$ cat src/hw/rtl/qfts_pkg.sv
`timescale 1ns / 1ps
// ----------------------------------------------------------------------------
// qfts_pkg
// word types and status codes shared by the two-stack queue
// ----------------------------------------------------------------------------
package qfts_pkg;

  localparam int WORD_W = 32;

  // operation codes
  localparam logic OP_ENQ = 1'b0;
  localparam logic OP_DEQ = 1'b1;

  // status codes
  typedef logic [1:0] status_t;
  localparam status_t ST_OK       = 2'd0;
  localparam status_t ST_OVERFLOW = 2'd1;
  localparam status_t ST_EMPTY    = 2'd2;

  typedef struct packed {
    logic                     operation;
    logic signed [WORD_W-1:0] value;
  } cmd_word_t;

  typedef struct packed {
    logic signed [WORD_W-1:0] data_out;
    status_t                  status;
    logic                     queue_empty;
  } rsp_word_t;

endpackage

$ cat src/hw/rtl/qfts_ctrl.sv
`timescale 1ns / 1ps
// ----------------------------------------------------------------------------
// qfts_ctrl
// sequencer, stack pointers and response register of the two-stack queue
// ----------------------------------------------------------------------------
module qfts_ctrl #(
  parameter int STACK_DEPTH = 128,
  localparam int AW = $clog2(STACK_DEPTH),
  localparam int CW = $clog2(STACK_DEPTH + 1)
) (
  input  logic                              clk,
  input  logic                              rst,
  input  logic                              cmd_valid,
  output logic                              cmd_ready,
  input  qfts_pkg::cmd_word_t               cmd,
  output logic                              rsp_valid,
  input  logic                              rsp_ready,
  output qfts_pkg::rsp_word_t               rsp,
  // inbound stack ram
  output logic                              in_we,
  output logic [AW-1:0]                     in_waddr,
  output logic [qfts_pkg::WORD_W-1:0]       in_wdata,
  output logic [AW-1:0]                     in_raddr,
  input  logic [qfts_pkg::WORD_W-1:0]       in_rdata,
  // outbound stack ram
  output logic                              out_we,
  output logic [AW-1:0]                     out_waddr,
  output logic [qfts_pkg::WORD_W-1:0]       out_wdata,
  output logic [AW-1:0]                     out_raddr,
  input  logic [qfts_pkg::WORD_W-1:0]       out_rdata
);

  import qfts_pkg::*;

  typedef enum logic [4:0] {
    S_IDLE = 5'b00001,
    S_XFER = 5'b00010,
    S_POP  = 5'b00100,
    S_WAIT = 5'b01000,
    S_RESP = 5'b10000
  } state_t;

  state_t              state;
  logic [CW-1:0]       in_count;
  logic [CW-1:0]       out_count;
  logic [CW-1:0]       in_count_m1;
  logic [CW-1:0]       out_count_m1;
  logic                rd_valid;
  logic [WORD_W-1:0]   res_data;
  status_t             res_status;
  logic                accept;
  logic                in_full;
  logic                rsp_load;

  assign cmd_ready    = (state == S_IDLE);
  assign accept       = cmd_valid && cmd_ready;
  assign in_full      = (in_count == CW'(STACK_DEPTH));
  assign in_count_m1  = in_count - 1'b1;
  assign out_count_m1 = out_count - 1'b1;
  assign rsp_load     = (state == S_RESP) && (!rsp_valid || rsp_ready);

  // push on enqueue, read the inbound top while moving entries across
  assign in_we    = accept && (cmd.operation == OP_ENQ) && !in_full;
  assign in_waddr = in_count[AW-1:0];
  assign in_wdata = cmd.value;
  assign in_raddr = in_count_m1[AW-1:0];

  // write side of the transfer follows the registered inbound read in the next cycle
  assign out_we    = (state == S_XFER) && rd_valid;
  assign out_waddr = out_count[AW-1:0];
  assign out_wdata = in_rdata;
  assign out_raddr = out_count_m1[AW-1:0];

  always_ff @(posedge clk) begin
    if (rst) begin
      state     <= S_IDLE;
      in_count  <= '0;
      out_count <= '0;
      rd_valid  <= 1'b0;
      rsp_valid <= 1'b0;
    end else begin
      if (rsp_load) begin
        rsp_valid <= 1'b1;
      end else if (rsp_ready) begin
        rsp_valid <= 1'b0;
      end
      case (state)
        S_IDLE: begin
          if (accept) begin
            if (cmd.operation == OP_ENQ) begin
              if (!in_full) begin
                in_count <= in_count + 1'b1;
              end
              state <= S_RESP;
            end else if (out_count != '0) begin
              state <= S_POP;
            end else if (in_count != '0) begin
              rd_valid <= 1'b0;
              state    <= S_XFER;
            end else begin
              state <= S_RESP;
            end
          end
        end
        S_XFER: begin
          if (in_count != '0) begin
            in_count <= in_count_m1;
          end
          rd_valid <= (in_count != '0);
          if (rd_valid) begin
            out_count <= out_count + 1'b1;
          end
          if (in_count == '0) begin
            state <= S_POP;
          end
        end
        S_POP: begin
          out_count <= out_count_m1;
          state     <= S_WAIT;
        end
        S_WAIT: begin
          state <= S_RESP;
        end
        S_RESP: begin
          if (rsp_load) begin
            state <= S_IDLE;
          end
        end
        default: begin
          state <= S_IDLE;
        end
      endcase
    end
  end

  // result fields, no reset needed
  always_ff @(posedge clk) begin
    if (accept) begin
      res_data <= '0;
      if (cmd.operation == OP_ENQ) begin
        res_status <= in_full ? ST_OVERFLOW : ST_OK;
      end else begin
        res_status <= (out_count == '0 && in_count == '0) ? ST_EMPTY : ST_OK;
      end
    end else if (state == S_WAIT) begin
      res_data <= out_rdata;
    end
    if (rsp_load) begin
      rsp.data_out    <= res_data;
      rsp.status      <= res_status;
      rsp.queue_empty <= (in_count == '0) && (out_count == '0);
    end
  end

  // checks
  a_count_bound: assert property (@(posedge clk) disable iff (rst)
    (in_count <= CW'(STACK_DEPTH)) && (out_count <= CW'(STACK_DEPTH)))
    else $error("stack count beyond depth");

  a_xfer_start: assert property (@(posedge clk) disable iff (rst)
    $rose(state == S_XFER) |-> (out_count == '0) && (in_count != '0))
    else $error("transfer started with entries in outbound stack");

  a_xfer_total: assert property (@(posedge clk) disable iff (rst)
    (state == S_XFER) && $past(state == S_XFER) |->
      ({1'b0, in_count} + {1'b0, out_count} + (CW+1)'(rd_valid)) ==
      $past({1'b0, in_count} + {1'b0, out_count} + (CW+1)'(rd_valid)))
    else $error("entry lost or duplicated during transfer");

  a_empty_flag: assert property (@(posedge clk) disable iff (rst)
    rsp_valid && (rsp.status == ST_EMPTY) |-> rsp.queue_empty)
    else $error("empty status without empty flag");

endmodule

$ cat config.mk
export PLATFORM = sky130hd
export DESIGN_NAME = qfts_ctrl
export DESIGN_NICKNAME = d
export VERILOG_FILES = /design/src/hw/rtl/qfts_pkg.sv /design/src/hw/rtl/qfts_ctrl.sv
export SDC_FILE = /design/constraint.sdc
export NUM_CORES = 1
export LEC_CHECK = 0
export BUFFER_PORTS_ARGS = -buffer_cell sky130_fd_sc_hd__buf_2
export CAP_MARGIN = 10
export CORE_MARGIN = 4
export CORE_UTILIZATION = 46
export DETAILED_ROUTE_END_ITERATION = 8
export PLACE_DENSITY = 0.89
export SYNTH_ARGS = -nofsm -noshare
export SYNTH_HDL_FRONTEND = slang
export SYNTH_SLANG_ARGS = --single-unit
$ cat constraint.sdc
create_clock -name clk -period 3.3 [get_ports clk]
set_input_delay 0.66 -clock clk [delete_from_list [all_inputs] [get_ports clk]]
set_output_delay 0.66 -clock clk [all_outputs]
set_load 0.02 [all_outputs]
After elaboration in Yosys (flattened, before gate mapping)
Cells that the tools add are included.

word-level totals
  register bits after elaboration = 92
  output and inout port bits = 131

operators by class
  add/sub/neg operators = 4
  eq/ne operators = 16
  multiplexer cells = 24
  bitwise operators = 1
  reduce and logical (&&, ||, !) cells = 20

operators by type and width
  operator                                               number
  two-way mux 8 bit                                      5
  one-hot mux 8 bit (2 select lines)                     2
  two-way mux 5 bit                                      6
  one-hot mux 5 bit (5 select lines)                     1
  adder 8 x 1 -> 8 bit, second input constant            2
  logical NOT 8 bit                                      2
  nonzero test 8 bit                                     2
  subtractor 8 x 1 -> 8 bit, second input constant       2
  inequality test 2 x 1 -> 1 bit, second input constant  5
  inequality test 2 bit, second input constant           5
  AND reduction 5 bit                                    2
  equality test 8 bit, second input constant             1
  two-way mux 1 bit                                      7
  logical AND 1 bit                                      6
  nonzero test 2 bit                                     3
  equality test 5 x 1 -> 1 bit, second input constant    1
  equality test 5 x 2 -> 1 bit, second input constant    1
  equality test 5 x 3 -> 1 bit, second input constant    1
  equality test 5 x 4 -> 1 bit, second input constant    1
  equality test 5 bit, second input constant             1
  two-way mux 2 bit                                      2
  AND reduction 3 bit                                    1
  logical NOT 1 bit                                      2
  one-hot mux 1 bit (2 select lines)                     1
  other kinds (3)                                        3

Logic depth before layout (Yosys ltp)
  depth after elaboration = 6
  depth in mapped cells = 8
  mapped depth without buffers = 7

Worst setup path before layout
Ideal clock, no wire load.

  path type = register to register
  start = reg state[0]
  end = reg rsp[0] (netlist name), enable pin
  setup time = 0.427 ns
  arrival time = 2.209 ns
  required time = 2.873 ns
  setup slack = 0.664 ns
  stages on the path, launching flop included = 5
  path buffers = 1
  clock period less this slack = 2.636 ns
  path through = dfxtp_1 -> clkbuf_2 -> nor2_1 -> nand3_1 -> nor2_1

between the ends
  cells in the longest elaborated chain, start to end = 2

ends and longest elaborated chain
  element                 line             source
  from (decl)             qfts_ctrl.sv:43  state_t state;
  from (signal assigned)  qfts_ctrl.sv:76  state <= S_IDLE;
  from (signal assigned)  qfts_ctrl.sv:94  state <= S_RESP;
  from (signal assigned)  qfts_ctrl.sv:96  state <= S_POP;
  equality test 5 bit     qfts_ctrl.sv:60  assign rsp_load = (state == S_RESP) && (!rsp_valid || rsp_ready);
  logical AND 1 bit       qfts_ctrl.sv:60
  named net rsp_load      qfts_ctrl.sv:53  logic rsp_load;
  to (decl)               qfts_ctrl.sv:18  output qfts_pkg::rsp_word_t rsp,

The timed path passes the listed nets, and every way through them passes these cells.
A chain may end at the register's enable or synchronous reset.

Worst setup path after layout
  start = reg in_count[0]
  end = out in_raddr[6]

between the ends
  cells in the longest elaborated chain, start to end = 1

ends and longest elaborated chain
  element                    line              source
  from (decl)                qfts_ctrl.sv:44   logic [CW-1:0] in_count;
  from (signal assigned)     qfts_ctrl.sv:92   in_count <= in_count + 1'b1;
  from (signal assigned)     qfts_ctrl.sv:107  in_count <= in_count_m1;
  subtractor 8 x 1 -> 8 bit  qfts_ctrl.sv:58   assign in_count_m1 = in_count - 1'b1;
  to (decl)                  qfts_ctrl.sv:23   output logic [AW-1:0] in_raddr,

No other way between the ends.

==> parameters.txt <==
Parameter                              Value

CTS
  Worst skew pair latency ... 0.34 ns
  Setup bufs post-CTS ... 0
  CTS Sinks ... 92
  Hold_buf cts ... 0
  CTS tree ... built
  Maximum root-to-sink buffer count ... 2
  CTS clk-pin slew, worst paths ... about 0.09 ns
  Total CTS buffers ... 9
  H-tree Lvls ... 3
  Clk Tree Root Cell ... clkbuf_8
  CTS-repair resized insts ... 0

Finish
  Total inserted antenna cells ... 0
  Post-route core utilization ... 0.488
  Total Nets Final ... 597
  Share of layout cells above drive strength 1 ... 0.267
  Area overhead of the layout relative to synthesis ... 3.91%
  Number of standard cells in the layout, taps in and fillers out ... 628

Detailed routing
  Remaining antenna violation count ... 0
  Routed length per instance ... 19.1 µm
  Drt via density ... roughly 5.3
  Total number of vias ... 3337
  First DRT Iteration DRCs ... 291
  Drt drc ... 0
  First drt pass iteration count ... 5
  Aggregate routed wire length ... roughly 12000 µm

Job
  Max-capacitance violation count ... 0

Synth
  Share of synthesized cell area in full adder, half adder and majority cells ... 0.0165
  Warnings, synthesis ... 0
  Synthesized netlist net count ... around 590
  EDFF count, synth ... 37
  Mapped cell area ... 4550 µm²
  Basic-gate share of the synthesized area counting and, or, nand and nor cells ... 0.186
  Dominant combinational cell family by area after synthesis ... simple AND/OR/NAND/NOR gates
  Unique masters post-synth ... 55
  Cell taking the most area after synthesis ... edfxtp_1
  Mux cell area share after synthesis ... 0.00495
  Number of synthesized register bits ... 92
  Share of synthesized area occupied by flip-flops and latches ... 0.487
  Cell types with the largest area share after synthesis ... edfxtp_1, dfxtp_1, buf_4
  Commonest cells in the netlist ... buf_4, nand2_1, dfxtp_1
  Synthesized area per cell ... 9.51 µm²
  Most numerous cell in the Yosys netlist ... buf_4
  Async set-or-reset flop fraction in the synthesized netlist ... 0
  Yosys top cell area share ... 0.244
  Post-synthesis share of cell area spent on xor and xnor gates ... 0.0327
  Fraction of the mapped netlist area in compound gates ... 0.113
  Commonest register cell after synthesis ... dfxtp_1
  Number of instances in the synthesized netlist ... 478

Pwr
  Clock power frac ... 0.338
  Sw Share ... 0.242
  VDD IR max ... approximately 0.17 mV
  Total power consumption of the routed design ... 2.03 mW
  Combinational Power Share ... 0.072
  Switching component of the power ... 0.491 mW
  Static Leak ... 1.77 nW
  Pwr per Cell Area ... 429 nW/µm²
  Internal power ... 1.54 mW
  Sequential group share of total power ... 0.590

Critical path
  CP required ... ~2.6 ns
  Kind of cell adding the most delay to the critical path ... simple AND/OR/NAND/NOR gates
  Critical Path AT ... roughly 2.1 ns
  Class of the most critical setup path ... reg2out
  Buffers plus inverters on the worst setup path ... 2
  Max incr delay on CP ... between 0.4 and 0.5 ns
  Series of cell instances along the critical path ... inv_1 > ha_1 > or3b_1 > nor3_1 > xor2_1 > buf_2
  Category of the worst setup path launch point ... flop
  Max stage delay cell, worst path ... or3b_1
  Top fanout value on the critical path ... 8
  Critical Path Sink Type ... primary output

Global routing
  Initial antenna violation count ... 0
  First-pass GRT wire length ... ~17000 µm
  Via count of the first global-routing pass ... between 3000 and 4000
  GRT Resource Usage Total ... 0.199
  Grt met3 use ... 0.0954
  Pin count of the biggest net entering global routing ... 36
  Routing layer with the top usage in global route ... met2
  Met1 routing resource usage after global routing ... 0.180
  Total grt overflow ... 0
  GR Util met2 ... 0.381

Die
  I/O pin total ... 232
  Area of the placeable core ... 9680 µm²
  Die ar. ... 11500 µm²
  Height of the die ... roughly 110 µm
  Starting density of the core ... 0.470
  Die extent in x ... 107 µm
  Rows ... 36

Placement
  Post-Place Worst Slack ... around 0.80 ns
  Number of I/O port buffers ... 103
  Cell Count Post-Placement ... 612
  Final estimated routing congestion in global placement ... 0.905
  DP HPWL ... between 9000 and 10000 µm

Timing
  Part of the cycle the worst path needs ... 0.848
  Period minus WS final ... 2.80 ns
  Final Max Slew Viols ... 0
  Final sum of negative setup slack ... 0 ns
  Worst Slack Setup Final ... 0.502 ns
  Worst rel slew slack ... 0.261
  Count of final setup violators ... 0
  Final Hold Viols ... 0
  RSZ-0062 raised after global routing ... false
  Setup Skew ... 0.00686 ns
  Slew of the pin with the lowest slew margin ... between 1 and 1.5 ns
  Highest achievable clock rate ... 357 MHz

Min path
  Class of the worst hold path ... reg2reg

Outcome
  Run status ... complete, no violations
-- metal layers --
layer / up-vias / wire length, µm
met1: 1532 / 3740
met2: 199 / 6560
li1: 1582 / -
met4: 0 / 206
met5: - / 0
met3: 24 / 1470
-- registers in the layout (all words and copies together), names as in the netlist --
register and count:
rsp 35, res_data 32, in_count 8, out_count 8, state 5, res_status 2
rd_valid 1, rsp_valid 1
-- cell families after synthesis --
logic type,after synthesis
AOI/OAI and AO/OA,85
xor gates and xnor gates,17
adders and majority gates,6
buffers and inverters,110
DFF,92
muxes,2
and+or+nand+nor,166
-- power by group through the flow --
stage	clock network [mW]	logic [mW]	registers (mW)
6_report	0.686	0.145	1.20
5_1_grt	0.746	0.159	1.20
4_1_cts	0.704	0.146	1.20
3_5_place_dp	0	0.145	1.22
3_3_place_gp	0	0.142	1.22
2_1_floorplan	0	0.204	1.22
-- final timing paths --
check / end / startpoint / cells past startpoint / slack [ns]
hold reg to reg: rsp[1] / res_status[0] / 0 / 0.43
setup reg to reg: in_count[6] / in_count[0] / 6 / 0.95
setup / recovery: in_raddr[6] / in_count[0] / 6 / 0.50
hold / removal: rsp[1] / res_status[0] / 0 / 0.43
-- placed cells by master (no fill, tap or decap), types with 2 or more instances in the layout --
master	Yosys	layout
buf_2	3	103
nand2_1	79	79
dfxtp_1	55	55
a21oi_1	51	51
edfxtp_1	37	37
nor2_1	23	22
xnor2_1	11	11
nand3_1	10	10
clkbuf_8	0	10
nor3_1	7	7
nor2b_1	6	6
xor2_1	6	6
inv_1	6	6
and2_1	6	6
o21ai_0	6	6
ha_1	6	6
nand4_1	5	5
nor4_1	4	4
nand3b_1	4	4
a21o_1	4	4
o211ai_1	4	4
a31oi_1	4	4
and3_1	3	3
or3_1	3	3
a211oi_1	3	3
o21bai_1	3	3
or4_1	2	2
o31ai_1	2	2
and4_1	2	2
inv_6	0	2
clkinv_2	0	2
buf_4	80	2
-- area by class of cell --
cell class | instances | area (µm²)
fill | 871 | 4960
multi-input combinational | 276 | 1620
inverter | 6 | 22.5
clock buffer | 11 | 141
sequential | 92 | 2210
timing repair buffer | 105 | 531
tap | 133 | 166
clock inverter | 5 | 35.0
-- through the flow --
step           hold WS, ns  instance area, µm²
2_1_floorplan        0.400                4550
6_report             0.425                4720
3_3_place_gp         0.406                4550
5_1_grt              0.444                4720
3_5_place_dp         0.411                4550
4_1_cts              0.430                4720
No activity file was read; power rests on OpenSTA's default activity.
